**config.mk**
```make
export PLATFORM = sky130hd
export DESIGN_NAME = prime_test_and_neighbour_search
export DESIGN_NICKNAME = d
export VERILOG_FILES = /design/src/sv/ptns_pkg.sv /design/src/sv/ptns_div.sv /design/src/sv/ptns_dp.sv /design/src/sv/ptns_ctrl.sv /design/src/sv/prime_test_and_neighbour_search.sv
export SDC_FILE = /design/constraint.sdc
export NUM_CORES = 1
export LEC_CHECK = 0
export ABC_AREA = 1
export BUFFER_PORTS_ARGS = -buffer_cell sky130_fd_sc_hd__buf_2
export CORE_MARGIN = 3
export CORE_UTILIZATION = 42
export CTS_CLUSTER_DIAMETER = 60
export CTS_CLUSTER_SIZE = 24
export DETAILED_ROUTE_END_ITERATION = 7
export PLACE_DENSITY = 0.65
export SLEW_MARGIN = 15
export SYNTH_ARGS = -nofsm -noshare
export SYNTH_HDL_FRONTEND = slang
export SYNTH_SLANG_ARGS = --single-unit
```
**constraint.sdc**
```tcl
create_clock -name clk -period 3.1 [get_ports clk]
set_clock_uncertainty 0.05 [all_clocks]
set_input_delay 0.155 -clock clk [delete_from_list [all_inputs] [get_ports clk]]
set_output_delay 0.155 -clock clk [all_outputs]
set_load 0.02 [all_outputs]
```
**src/sv/ptns_pkg.sv**
```systemverilog
`timescale 1ns / 1ps

package ptns_pkg;

    // Width of the value and prime_value fields on the ports.
    localparam int VALUE_W = 32;

    // Action codes. Code zero and the unused code three both run a plain test.
    localparam logic [1:0] ACT_NEXT = 2'd1;
    localparam logic [1:0] ACT_PREV = 2'd2;

    // Divisor schedule: 3, then the pairs d and d+2 starting at 5, stepping by 6.
    localparam int DIV_FIRST = 3;
    localparam int D_FIRST   = 5;
    localparam int D_PAIR    = 2;
    localparam int D_STRIDE  = 6;

    typedef struct packed {
        logic [1:0]         action;
        logic [VALUE_W-1:0] value;
    } request_t;

    typedef struct packed {
        logic [VALUE_W-1:0] prime_value;
        logic               prime_flag;
        logic               overflow;
    } result_t;

    // What happens after a candidate turns out not to be prime.
    typedef enum logic [1:0] {
        MODE_SINGLE,
        MODE_NEXT,
        MODE_PREV
    } mode_t;

    typedef enum logic [2:0] {
        S_IDLE,
        S_CHECK,
        S_DIV3,
        S_DIVA,
        S_DIVB,
        S_DONE
    } state_t;

    typedef enum logic [1:0] {
        DIV_BY_3,
        DIV_BY_5,
        DIV_BY_D2,
        DIV_BY_D6
    } div_sel_t;

    typedef struct packed {
        logic     load;
        logic     div_start;
        div_sel_t div_sel;
        logic     d_init;
        logic     d_step;
        logic     verdict_we;
        logic     verdict;
        logic     cand_step;
        logic     ovf_set;
    } cmd_t;

    typedef struct packed {
        mode_t mode;
        logic  cand_lt2;
        logic  cand_lt4;
        logic  cand_even;
        logic  at_top;
        logic  div_done;
        logic  rem_zero;
        logic  d_gt_q;
    } status_t;

endpackage

```
**src/sv/ptns_div.sv**
```systemverilog
`timescale 1ns / 1ps

// Restoring divider, one quotient bit per cycle.
module ptns_div #(
    parameter int W = 32
) (
    input  logic         clk,
    input  logic         rst_n,
    input  logic         start,
    input  logic [W-1:0] dividend,
    input  logic [W-1:0] divisor,
    output logic         done,
    output logic [W-1:0] quotient,
    output logic [W-1:0] remainder
);

    localparam int CNT_W = $clog2(W);

    logic             active_reg;
    logic             done_reg;
    logic [CNT_W-1:0] cnt_reg;
    logic [W-1:0]     quo_reg;
    logic [W-1:0]     rem_reg;
    logic [W-1:0]     dsr_reg;

    logic [W:0]   trial;
    logic [W:0]   diff;
    logic         fits;
    logic [W-1:0] rem_next;
    logic [W-1:0] quo_next;

    always_comb
    begin
        trial    = {rem_reg, quo_reg[W-1]};
        diff     = trial - {1'b0, dsr_reg};
        fits     = (trial >= {1'b0, dsr_reg});
        rem_next = fits ? diff[W-1:0] : trial[W-1:0];
        quo_next = {quo_reg[W-2:0], fits};
    end

    always_ff @(posedge clk or negedge rst_n)
    begin
        if (!rst_n)
        begin
            active_reg <= 1'b0;
            done_reg   <= 1'b0;
            cnt_reg    <= '0;
        end
        else if (start)
        begin
            active_reg <= 1'b1;
            done_reg   <= 1'b0;
            cnt_reg    <= CNT_W'(W - 1);
        end
        else if (active_reg)
        begin
            cnt_reg    <= cnt_reg - 1'b1;
            active_reg <= (cnt_reg != '0);
            done_reg   <= (cnt_reg == '0);
        end
        else
        begin
            done_reg <= 1'b0;
        end
    end

    always_ff @(posedge clk)
    begin
        if (start)
        begin
            quo_reg <= dividend;
            rem_reg <= '0;
            dsr_reg <= divisor;
        end
        else if (active_reg)
        begin
            quo_reg <= quo_next;
            rem_reg <= rem_next;
        end
    end

    assign done      = done_reg;
    assign quotient  = quo_reg;
    assign remainder = rem_reg;

    // A new division must never be launched on top of one in flight.
    a_no_restart: assert property (@(posedge clk) disable iff (!rst_n)
        start |-> !active_reg)
        else $error("divider restarted while active");

    // The done pulse is a single cycle wide.
    a_done_pulse: assert property (@(posedge clk) disable iff (!rst_n)
        done_reg |=> !done_reg)
        else $error("divider done held longer than one cycle");

endmodule

```
**src/sv/ptns_dp.sv**
```systemverilog
`timescale 1ns / 1ps

// Datapath: candidate, trial divisor, verdict flags and the shared divider.
module ptns_dp #(
    parameter int W = 32
) (
    input  logic               clk,
    input  logic               rst_n,
    input  ptns_pkg::request_t request,
    input  ptns_pkg::cmd_t     cmd,
    output ptns_pkg::status_t  status,
    output ptns_pkg::result_t  result
);

    localparam int VW = ptns_pkg::VALUE_W;

    ptns_pkg::mode_t mode_reg;
    ptns_pkg::mode_t mode_next;
    logic [W-1:0]    cand_reg;
    logic [W-1:0]    cand_next;
    logic [W-1:0]    d_reg;
    logic            pr_reg;
    logic            ovf_reg;

    logic [W-1:0]  v_in;
    logic [VW-1:0] prime_out;
    logic [W-1:0]  div_divisor;
    logic          div_done;
    logic [W-1:0]  div_quo;
    logic [W-1:0]  div_rem;

    // Operand reduced or extended to the internal width, and back again.
    if (W > VW)
    begin : g_wide
        assign v_in      = {{(W-VW){1'b0}}, request.value};
        assign prime_out = cand_reg[VW-1:0];
    end
    else if (W == VW)
    begin : g_same
        assign v_in      = request.value;
        assign prime_out = cand_reg;
    end
    else
    begin : g_narrow
        assign v_in      = request.value[W-1:0];
        assign prime_out = {{(VW-W){1'b0}}, cand_reg};
    end

    // Search mode and first candidate; searches from 0 and 2, and the
    // predecessor of 1, only test the operand itself.
    always_comb
    begin
        mode_next = ptns_pkg::MODE_SINGLE;
        cand_next = v_in;
        case (request.action)
            ptns_pkg::ACT_NEXT:
            begin
                if (!(v_in inside {W'(0), W'(2)}))
                begin
                    mode_next = ptns_pkg::MODE_NEXT;
                    if (!v_in[0])
                    begin
                        cand_next = v_in + W'(1);
                    end
                end
            end
            ptns_pkg::ACT_PREV:
            begin
                if (!(v_in inside {W'(0), W'(1), W'(2)}))
                begin
                    mode_next = ptns_pkg::MODE_PREV;
                    if (!v_in[0])
                    begin
                        cand_next = v_in - W'(1);
                    end
                end
            end
            default:
            begin
                mode_next = ptns_pkg::MODE_SINGLE;
            end
        endcase
    end

    always_comb
    begin
        case (cmd.div_sel)
            ptns_pkg::DIV_BY_3:  div_divisor = W'(ptns_pkg::DIV_FIRST);
            ptns_pkg::DIV_BY_5:  div_divisor = W'(ptns_pkg::D_FIRST);
            ptns_pkg::DIV_BY_D2: div_divisor = d_reg + W'(ptns_pkg::D_PAIR);
            ptns_pkg::DIV_BY_D6: div_divisor = d_reg + W'(ptns_pkg::D_STRIDE);
            default:             div_divisor = W'(ptns_pkg::DIV_FIRST);
        endcase
    end

    ptns_div #(
        .W(W)
    ) u_div (
        .clk       (clk),
        .rst_n     (rst_n),
        .start     (cmd.div_start),
        .dividend  (cand_reg),
        .divisor   (div_divisor),
        .done      (div_done),
        .quotient  (div_quo),
        .remainder (div_rem)
    );

    always_ff @(posedge clk or negedge rst_n)
    begin
        if (!rst_n)
        begin
            mode_reg <= ptns_pkg::MODE_SINGLE;
        end
        else if (cmd.load)
        begin
            mode_reg <= mode_next;
        end
    end

    always_ff @(posedge clk)
    begin
        if (cmd.load)
        begin
            cand_reg <= cand_next;
            ovf_reg  <= 1'b0;
            pr_reg   <= 1'b0;
        end
        else if (cmd.ovf_set)
        begin
            cand_reg <= '0;
            ovf_reg  <= 1'b1;
            pr_reg   <= 1'b0;
        end
        else
        begin
            if (cmd.cand_step)
            begin
                if (mode_reg == ptns_pkg::MODE_PREV)
                begin
                    cand_reg <= cand_reg - W'(ptns_pkg::D_PAIR);
                end
                else
                begin
                    cand_reg <= cand_reg + W'(ptns_pkg::D_PAIR);
                end
            end
            if (cmd.verdict_we)
            begin
                pr_reg <= cmd.verdict;
            end
        end

        if (cmd.d_init)
        begin
            d_reg <= W'(ptns_pkg::D_FIRST);
        end
        else if (cmd.d_step)
        begin
            d_reg <= d_reg + W'(ptns_pkg::D_STRIDE);
        end
    end

    always_comb
    begin
        status.mode      = mode_reg;
        status.cand_lt2  = (cand_reg[W-1:1] == '0);
        status.cand_lt4  = (cand_reg[W-1:2] == '0);
        status.cand_even = !cand_reg[0];
        status.at_top    = &cand_reg[W-1:1];
        status.div_done  = div_done;
        status.rem_zero  = (div_rem == '0);
        status.d_gt_q    = (d_reg > div_quo);
    end

    assign result.prime_value = prime_out;
    assign result.prime_flag  = pr_reg;
    assign result.overflow    = ovf_reg;

endmodule

```
**src/sv/ptns_ctrl.sv**
```systemverilog
`timescale 1ns / 1ps

// Sequencer for the trial division and the neighbour search.
module ptns_ctrl (
    input  logic              clk,
    input  logic              rst_n,
    input  logic              start,
    input  ptns_pkg::status_t status,
    output ptns_pkg::cmd_t    cmd,
    output logic              busy,
    output logic              done
);

    ptns_pkg::state_t state_reg;
    ptns_pkg::state_t state_next;

    logic hit;
    logic hit_val;
    logic finish;
    logic ovf_now;

    // A verdict on the current candidate, and what it leads to. Two and three
    // are prime, so the small-value test comes before the even test.
    always_comb
    begin
        hit     = 1'b0;
        hit_val = 1'b0;
        case (state_reg)
            ptns_pkg::S_CHECK:
            begin
                if (status.cand_lt2)
                begin
                    hit = 1'b1;
                end
                else if (status.cand_lt4)
                begin
                    hit     = 1'b1;
                    hit_val = 1'b1;
                end
                else if (status.cand_even)
                begin
                    hit = 1'b1;
                end
            end
            ptns_pkg::S_DIV3, ptns_pkg::S_DIVB:
            begin
                hit = status.div_done && status.rem_zero;
            end
            ptns_pkg::S_DIVA:
            begin
                if (status.div_done && status.d_gt_q)
                begin
                    hit     = 1'b1;
                    hit_val = 1'b1;
                end
                else if (status.div_done && status.rem_zero)
                begin
                    hit = 1'b1;
                end
            end
            default:
            begin
                hit = 1'b0;
            end
        endcase
        ovf_now = hit && !hit_val && (status.mode == ptns_pkg::MODE_NEXT) && status.at_top;
        finish  = hit && (hit_val || (status.mode == ptns_pkg::MODE_SINGLE) || ovf_now);
    end

    always_comb
    begin
        state_next = state_reg;
        case (state_reg)
            ptns_pkg::S_IDLE:
            begin
                if (start)
                begin
                    state_next = ptns_pkg::S_CHECK;
                end
            end
            ptns_pkg::S_CHECK:
            begin
                if (hit)
                begin
                    state_next = finish ? ptns_pkg::S_DONE : ptns_pkg::S_CHECK;
                end
                else
                begin
                    state_next = ptns_pkg::S_DIV3;
                end
            end
            ptns_pkg::S_DIV3:
            begin
                if (hit)
                begin
                    state_next = finish ? ptns_pkg::S_DONE : ptns_pkg::S_CHECK;
                end
                else if (status.div_done)
                begin
                    state_next = ptns_pkg::S_DIVA;
                end
            end
            ptns_pkg::S_DIVA:
            begin
                if (hit)
                begin
                    state_next = finish ? ptns_pkg::S_DONE : ptns_pkg::S_CHECK;
                end
                else if (status.div_done)
                begin
                    state_next = ptns_pkg::S_DIVB;
                end
            end
            ptns_pkg::S_DIVB:
            begin
                if (hit)
                begin
                    state_next = finish ? ptns_pkg::S_DONE : ptns_pkg::S_CHECK;
                end
                else if (status.div_done)
                begin
                    state_next = ptns_pkg::S_DIVA;
                end
            end
            ptns_pkg::S_DONE:
            begin
                state_next = ptns_pkg::S_IDLE;
            end
            default:
            begin
                state_next = ptns_pkg::S_IDLE;
            end
        endcase
    end

    always_comb
    begin
        cmd            = '0;
        cmd.div_sel    = ptns_pkg::DIV_BY_3;
        cmd.verdict_we = hit;
        cmd.verdict    = hit_val;
        cmd.ovf_set    = ovf_now;
        cmd.cand_step  = hit && !finish;
        case (state_reg)
            ptns_pkg::S_IDLE:
            begin
                cmd.load = start;
            end
            ptns_pkg::S_CHECK:
            begin
                if (!hit)
                begin
                    cmd.div_start = 1'b1;
                    cmd.div_sel   = ptns_pkg::DIV_BY_3;
                end
            end
            ptns_pkg::S_DIV3:
            begin
                if (!hit && status.div_done)
                begin
                    cmd.div_start = 1'b1;
                    cmd.div_sel   = ptns_pkg::DIV_BY_5;
                    cmd.d_init    = 1'b1;
                end
            end
            ptns_pkg::S_DIVA:
            begin
                if (!hit && status.div_done)
                begin
                    cmd.div_start = 1'b1;
                    cmd.div_sel   = ptns_pkg::DIV_BY_D2;
                end
            end
            ptns_pkg::S_DIVB:
            begin
                if (!hit && status.div_done)
                begin
                    cmd.div_start = 1'b1;
                    cmd.div_sel   = ptns_pkg::DIV_BY_D6;
                    cmd.d_step    = 1'b1;
                end
            end
            default:
            begin
                cmd.load = 1'b0;
            end
        endcase
    end

    always_ff @(posedge clk or negedge rst_n)
    begin
        if (!rst_n)
        begin
            state_reg <= ptns_pkg::S_IDLE;
        end
        else
        begin
            state_reg <= state_next;
        end
    end

    assign busy = (state_reg != ptns_pkg::S_IDLE);
    assign done = (state_reg == ptns_pkg::S_DONE);

    // Overflow is only possible while searching upward.
    a_ovf_mode: assert property (@(posedge clk) disable iff (!rst_n)
        cmd.ovf_set |-> (status.mode == ptns_pkg::MODE_NEXT))
        else $error("overflow raised outside the successor search");

    // A divide-wait state is left only after the divider reports completion.
    a_wait_div: assert property (@(posedge clk) disable iff (!rst_n)
        ((state_reg == ptns_pkg::S_DIVA || state_reg == ptns_pkg::S_DIVB)
            && !status.div_done) |=> $stable(state_reg))
        else $error("left a divide state before the divider finished");

endmodule

```
**src/sv/prime_test_and_neighbour_search.sv**
```systemverilog
`timescale 1ns / 1ps

// Channel  | Ports                          | Handshake
// ---------+--------------------------------+-----------------------------------------
// request  | request.action, request.value  | taken on a clock edge with start=1, busy=0
// result   | result.prime_value, .prime_flag, | shown for exactly one cycle with done=1
//          | result.overflow                |
//
// One request is worked on at a time; busy is high from acceptance through the done cycle.
// Each test of an odd candidate runs divisions on the shared restoring divider, by 3 and then by
// the pairs d and d+2, until one of them divides it or d exceeds the quotient; a search
// repeats that for every odd candidate it visits.
// Reset clears the sequencer asynchronously; the first clock edge after release can take
// a request. The receiver cannot stall: a result is presented once and is not held.
module prime_test_and_neighbour_search #(
    parameter int VALUE_BITS = 32
) (
    input  logic               clk,
    input  logic               rst_n,
    input  logic               start,
    input  ptns_pkg::request_t request,
    output logic               busy,
    output logic               done,
    output ptns_pkg::result_t  result
);

    // Command and status bundles between the sequencer and the datapath.
    ptns_pkg::cmd_t    cmd;
    ptns_pkg::status_t status;

    // The sequencer walks through the divisor schedule 3, 5, 7, 11, 13, ...
    // and decides after each division whether the candidate is settled.
    ptns_ctrl u_ctrl (
        .clk    (clk),
        .rst_n  (rst_n),
        .start  (start),
        .status (status),
        .cmd    (cmd),
        .busy   (busy),
        .done   (done)
    );

    // The datapath holds the candidate, the current trial divisor, the
    // verdict flags and the divider itself; its registers feed the result
    // ports directly.
    ptns_dp #(
        .W(VALUE_BITS)
    ) u_dp (
        .clk     (clk),
        .rst_n   (rst_n),
        .request (request),
        .cmd     (cmd),
        .status  (status),
        .result  (result)
    );

    // The block only becomes busy because a request was taken.
    a_busy_start: assert property (@(posedge clk) disable iff (!rst_n)
        $rose(busy) |-> $past(start))
        else $error("busy rose without a start");

    // An overflowed search reports zero and no prime.
    a_ovf_result: assert property (@(posedge clk) disable iff (!rst_n)
        (done && result.overflow) |-> (!result.prime_flag && result.prime_value == '0))
        else $error("overflow result carries a value or a prime flag");

endmodule

```
== Word-level counts from Yosys, hierarchy flattened ==
Cells that the tools add are included.

* Logic and storage cells: 119
* Register bits: 174
* Output and inout port bits: 36
* Input bits: 37

* Add/subtract/negate cells: 8
* Magnitude comparators: 2
* Eq/ne operators: 17
* Mux-type cells: 49
* Reduce and logical (&&, ||, !) cells: 31

{| class="wikitable"
|+ Operators by type and width
! operator !! number
|-
| 32-bit two-way mux || 11
|-
| 32-bit one-hot mux with 4 select lines || 1
|-
| 32-bit by 2-bit adder with 32-bit output (second input constant) || 2
|-
| 32-bit logical NOT || 2
|-
| 32-bit one-hot mux with 2 select lines || 1
|-
| 33-bit by 32-bit greater-or-equal comparator with 1-bit output || 1
|-
| 32-bit by 1-bit adder with 32-bit output (second input constant) || 1
|-
| 32-bit by 3-bit adder with 32-bit output (second input constant) || 1
|-
| 32-bit by 1-bit == test with 1-bit output (second input constant) || 1
|-
| 32-bit by 2-bit == test with 1-bit output (second input constant) || 1
|-
| 32-bit greater-than comparator || 1
|-
| 32-bit by 1-bit subtractor with 32-bit output (second input constant) || 1
|-
| 32-bit by 2-bit subtractor with 32-bit output (second input constant) || 1
|-
| 32-bit subtractor || 1
|-
| 31-bit logical NOT || 1
|-
| 31-bit AND reduction || 1
|-
| 30-bit logical NOT || 1
|-
| 3-bit two-way mux || 10
|-
| 3-bit one-hot mux with 4 select lines || 2
|-
| 1-bit two-way mux || 17
|-
| 5-bit two-way mux || 2
|-
| 3-bit nonzero test || 3
|-
| 2-bit == test (second input constant) || 4
|-
| 1-bit logical AND || 8
|-
| other kinds (21) || 32
|}

== Longest topological paths before layout ==
* Depth in word-level cells: 15
* Depth in mapped cells: 20
* Depth with buffers taken out: 19

== Cells and area by module ==
From an unflattened synthesis, not the netlist that was laid out.

* Cells, all modules: 2595
* Area total of the unflattened synthesis: 16668.5 um^2

{| class="wikitable"
|+ Modules (own cells, without submodules)
! module !! instances !! cells each !! area an instance (um^2) !! sequential area each (um^2)
|-
| ptns_dp || 1 || 1525 || 9342.7 || 1671.6
|-
| ptns_div || 1 || 986 || 6837.8 || 2737.6
|-
| ptns_ctrl || 1 || 84 || 488.0 || 75.1
|}

== Worst setup path after synthesis ==
Ideal clock, no wire load.

* Path type: flip-flop to flip-flop
* Start: reg u_dp.mode_reg[1]
* End: reg u_dp.cand_reg[29] (data pin)
* Data arrival time: 3.082 ns
* Path slack: -0.293 ns
* Data required time: 2.789 ns
* Stages on the path, launching flop included: 14
* Buffers on the path: 0
* Clock period less this slack: 3.393 ns
* Setup time: 0.261 ns
* Cells stage by stage: dfrtp_1 inv_1 nor2_1 ha_1 a21oi_1 o21ai_0 a21oi_1 inv_1 nand2_1 nand2_1 nand3_1 nand3_1 nand3_1 o21ai_0

* Longest elaborated chain between the ends: 5
* Elaborated cells on any way between the ends: 8
* Classes of those cells: 2 x eq/ne; 4 x mux; 2 x reduce/logical

{| class="wikitable"
|+ Ends and longest elaborated chain
! item !! RTL line !! RTL
|-
| start, declared || ptns_dp.sv:17 || <nowiki>ptns_pkg::mode_t mode_reg;</nowiki>
|-
| start signal, assigned || ptns_dp.sv:113 || <nowiki>mode_reg <= ptns_pkg::MODE_SINGLE;</nowiki>
|-
| start signal, assigned || ptns_dp.sv:117 || <nowiki>mode_reg <= mode_next;</nowiki>
|-
| 2-bit == test / 2-bit by 1-bit == test with 1-bit output (equally long branches) || ptns_dp.sv:139, ptns_ctrl.sv:66 ||
|-
| 32-bit two-way mux / 1-bit logical AND (equally long branches) || ptns_dp.sv:139, ptns_ctrl.sv:66 ||
|-
| 32-bit two-way mux / 1-bit logical AND (equally long branches) || ptns_dp.sv:137, ptns_ctrl.sv:66 ||
|-
| 32-bit two-way mux * || ptns_dp.sv:129 || <nowiki>else if (cmd.ovf_set)</nowiki>
|-
| 32-bit two-way mux * || ptns_dp.sv:123 || <nowiki>if (cmd.load)</nowiki>
|-
| end signal, assigned || ptns_dp.sv:125 || <nowiki>cand_reg <= cand_next;</nowiki>
|-
| end signal, assigned || ptns_dp.sv:141 || <nowiki>cand_reg <= cand_reg - W'(ptns_pkg::D_PAIR);</nowiki>
|-
| end signal, assigned || ptns_dp.sv:145 || <nowiki>cand_reg <= cand_reg + W'(ptns_pkg::D_PAIR);</nowiki>
|-
| end, declared || ptns_dp.sv:19 || <nowiki>logic [W-1:0] cand_reg;</nowiki>
|}

Mark *: on every way between the ends. The rest lies on a longest branch, timed or not. The select of a mux whose other input is x is not followed.
A chain may end at the register's enable or synchronous reset.

== Worst setup path in the final report ==
* Start: reg u_dp.u_div.quo_reg[31], in the netlist u_dp.u_div.quotient[31]
* End: reg u_dp.u_div.quo_reg[14], in the netlist u_dp.u_div.quotient[14] (data pin)

* Longest elaborated chain between the ends: 9
* Elaborated cells on any way between the ends: 12
* Classes of those cells: 1 x order compare; 8 x mux; 3 x reduce/logical

{| class="wikitable"
|+ Ends and longest elaborated chain
! item !! RTL line !! RTL
|-
| start, declared || ptns_div.sv:22 || <nowiki>logic [W-1:0] quo_reg;</nowiki>
|-
| start signal, assigned || ptns_div.sv:71 || <nowiki>quo_reg <= dividend;</nowiki>
|-
| start signal, assigned || ptns_div.sv:77 || <nowiki>quo_reg <= quo_next;</nowiki>
|-
| 32-bit greater-than comparator * || ptns_dp.sv:173 || <nowiki>status.d_gt_q = (d_reg > div_quo);</nowiki>
|-
| 1-bit logical AND * || ptns_ctrl.sv:51 || <nowiki>if (status.div_done && status.d_gt_q)</nowiki>
|-
| 1-bit two-way mux * || ptns_ctrl.sv:51 ||
|-
| 1-bit one-hot mux with 3 select lines * || ptns_ctrl.sv:28 || <nowiki>case (state_reg)</nowiki>
|-
| 1-bit logical NOT || n/a ||
|-
| 1-bit logical AND || ptns_ctrl.sv:159, ptns_ctrl.sv:168, ptns_ctrl.sv:176 ||
|-
| 3-bit two-way mux, or another cell as far along || ptns_ctrl.sv:176 || <nowiki>if (!hit && status.div_done)</nowiki>
|-
| 3-bit one-hot mux with 4 select lines * || ptns_ctrl.sv:144 || <nowiki>case (state_reg)</nowiki>
|-
| 32-bit two-way mux * || ptns_div.sv:69 || <nowiki>if (start)</nowiki>
|}

Mark *: on every way between the ends. The rest lies on a longest branch, timed or not.

==> key figures <==
Yosys
  • Mapped Nets: 2619
  • Async set-or-reset flop fraction in the synthesized netlist: around 7%
  • Gate Count Post-Synth: 2476
  • Synth Flop Type: edfxtp_1
  • Register area share after synthesis: ~28%
  • Post-synth EDFFs: between 90 and 100
  • Yosys warning total: 0
  • Netlist Area Pre-Place: 0.01614 sq mm
  • Synth Register Bits: 172
  • Syn avg cell area: 6.518 sq um
  • Unique cell type count in the Yosys netlist: 54

GRT
  • Gr ovfl total: 0
  • Initial antenna violation count: 0
  • First-pass GRT wire length: 84430 microns
  • Gr usage total: 25.74%
  • Vias in the first global route: 16.19k
  • Largest net degree at the start of global routing: 44

Clock network
  • Clk_lat worst skew: 0.44 ns
  • CTS Sinks: 172
  • CTS Buf Count: 17
  • CTS root buffer: clkbuf_16
  • TritonCTS clock tree: done
  • Max H-tree Level: 4
  • CTS max path bufs: 2
  • Clock Pin Slew Worst Setup and Hold Paths: roughly 0.07 ns

Worst hold path
  • Hold Path Stages: 3
  • Worst min-delay path class: in -> reg

Finish
  • Nets@finish: approximately 2.7k
  • Area delta synth->final: 11.39%
  • Non-Filler Instances: 3095
  • Layout cells sized above 1: under 10%
  • Post-layout instance area: roughly 0.018 sq mm
  • Diodes inserted: 0

Routing
  • Final WL: 52490 microns
  • Drt wl/cell: 16.96 microns
  • Drt initial violations: 1132
  • Vias: 16.42k
  • DR pass1 iterations: 5
  • Antenna-violating nets left: 0
  • DRC Markers: 0
  • Via density: approximately 5.3

STA
  • Least-Margin Pin Slew: 0.7750 ns
  • Max-slew headroom: 48.33%
  • Final Cycle Share: about nine tenths
  • Crit path time final: approximately 2.9 ns
  • Max Slew Vio Count: 0
  • Post-Route Setup TNS: 0 ns
  • Hold Vio Cnt, Final: 0
  • Final setup fails: 0
  • RSZ-0062 raised after global routing: no
  • Final worst setup slack: 0.2481 ns
  • Hold slack: approximately 0.052 ns
  • Max Fclk: 350.6 MHz

Place
  • Number of port buffers: 72
  • Placed Area: between 0.015 and 0.02 sq mm
  • DPL Wire Length: roughly 43000 microns
  • Pre-CTS WS: 0.08479 ns
  • Placer Congestion: 0.9415
  • Dpl cells: 3062

Die
  • FP Rows: 71
  • Core ar.: about 0.038 sq mm
  • Initial Utilization: a little over two fifths
  • Chip height: between 200 and 250 microns
  • Die footprint: between 0.04 and 0.05 sq mm
  • IO Pins: 73
  • Die W: roughly 200 microns

Critical path
  • Largest fanout on the critical path: 43
  • Data arrival, critical path: between 2 and 3 ns
  • CP startpoint kind: flip-flop
  • R2r setup slk: about 0.25 ns
  • R2r worst-path depth: 16
  • Crit end category: flip-flop
  • Crit Path Class: reg -> reg
  • Worst Path Required: 3.24 ns

Run status
  • Status: complete, no violations

Power and ir drop
  • Pwr Density: 1083 mW/mm^2
  • Worst-case vdd ir drop: 0.6507 mV
  • P_leak: 8.902 nW

Flow run
  • Max Cap Violations: 0
worst max-delay path, stage by stage, from the launching register on:
cell and delay (ns):
edfxtp_1 0.35, inv_1 0.07, ha_1 0.30, nand2_1 0.07, nor2_1 0.18, nand4_1 0.13, nor2_2 0.21, nand2_1 0.08
nand2_1 0.11, nand2_2 0.11, nand2_4 0.16, inv_4 0.06, nand2_4 0.10, nand2_8 0.15, buf_12 0.25, nand2_1 0.11
o21ai_2 0.06
power breakdown:
| part | leakage (nW) | switching [mW] | internal (mW) |
|---|---|---|---|
| clock | 0.283 | 0.984 | 1.15 |
| combinational | 6.99 | 8.16 | 4.59 |
| sequential | 1.63 | 0.862 | 3.73 |
synth_stat cells (9+ instances only):
cell type / count / area, sq um
nor3_1: 40 / 200.2
o21bai_1: 13 / 97.59
a21oi_1: 108 / 540.5
buf_4: 9 / 67.56
nand4_1: 61 / 381.6
nor2_1: 244 / 915.9
dfrtp_1: 12 / 300.3
xnor2_1: 35 / 306.5
buf_2: 11 / 55.05
o211ai_1: 13 / 97.59
buf_6: 11 / 123.9
o21ai_2: 29 / 254.0
dfxtp_1: 65 / 1301
o21ai_1: 41 / 205.2
nand3_1: 220 / 1101
nand3b_1: 11 / 82.58
nand2_1: 702 / 2635
xor2_1: 85 / 744.5
edfxtp_1: 95 / 2853
inv_1: 365 / 1370
o21ai_0: 96 / 480.5
ha_1: 104 / 1301
clkbuf_1: 25 / 93.84
per-stage QoR:
step	util [%]	power, mW
2_1_floorplan	-	13.64
3_3_place_gp	46.04	17.06
3_5_place_dp	46.04	17.26
4_1_cts	47.58	19.45
5_1_grt	47.62	21.45
6_report	47.62	19.47
path summary, 6_finish.rpt:
check	startpoint	to
worst max-delay path	u_dp.u_div.quotient[31]	u_dp.u_div.quotient[14]
min in group asynchronous	rst_n	u_ctrl.state_reg[1]
worst max register to register	u_dp.u_div.quotient[31]	u_dp.u_div.quotient[14]
worst min register to register	u_dp.ovf_reg	u_dp.ovf_reg
max in group asynchronous	rst_n	u_dp.u_div.active_reg
worst min-delay path	request[3]	u_dp.cand_reg[3]
logic make-up (layout without fill, tap and decap cells):
logic type,count (synthesis),in the layout,synth area share [%]
adder cells (fa/ha/maj),106,106,8.311
AND/OR/NAND/NOR,1313,1313,34.72
XOR/XNOR,120,120,6.512
buffers and inverters,437,545,11.04
flip-flops,172,172,27.60
AO/OA/AOI/OAI,328,328,11.82
repair_timing:
item	in CTS	in global routing
hold buffers	1	0
buffers inserted	0	0
endpoints found under the hold margin	12	0
setup endpoints to repair	0	81
gates resized for setup	0	4
final cells by class:
cell class | count | area, sq um
fillers | 3967 | 19780
repair buffers | 140 | 977.2
well taps | 511 | 639.4
multi-input cells | 1867 | 9922
flip-flops and latches | 172 | 4454
clock inverters | 10 | 76.32
inverters | 373 | 1413
clock buffers | 22 | 495.5
cell usage in the layout (no fill, tap or decap), types with 8 or more instances in the layout:
cell type,count
nor3_1,40
a21oi_1,107
o21bai_1,13
o21ai_0,96
nand3_1,219
edfxtp_1,95
buf_12,8
dfrtp_1,12
o21ai_2,29
inv_1,365
o21ai_1,41
buf_2,72
xor2_1,85
dfxtp_1,65
nand2_1,702
nand4_1,61
buf_4,58
o211ai_1,13
nor2_1,242
ha_1,104
nand3b_1,11
clkbuf_16,18
xnor2_1,35
routing by layer:
layer  GRT usage [%]  vias to the layer above  wire (microns)  share of wire (%)
li1                -                     8246               -                  -
met1           31.32                     7587           22160                 42
met2           45.25                      462           25430                 48
met3           2.657                      129            2089                4.0
met4           13.01                        0            2807                5.3
met5               0                        -               0                  0
No activity file was read; power rests on OpenSTA's default activity.
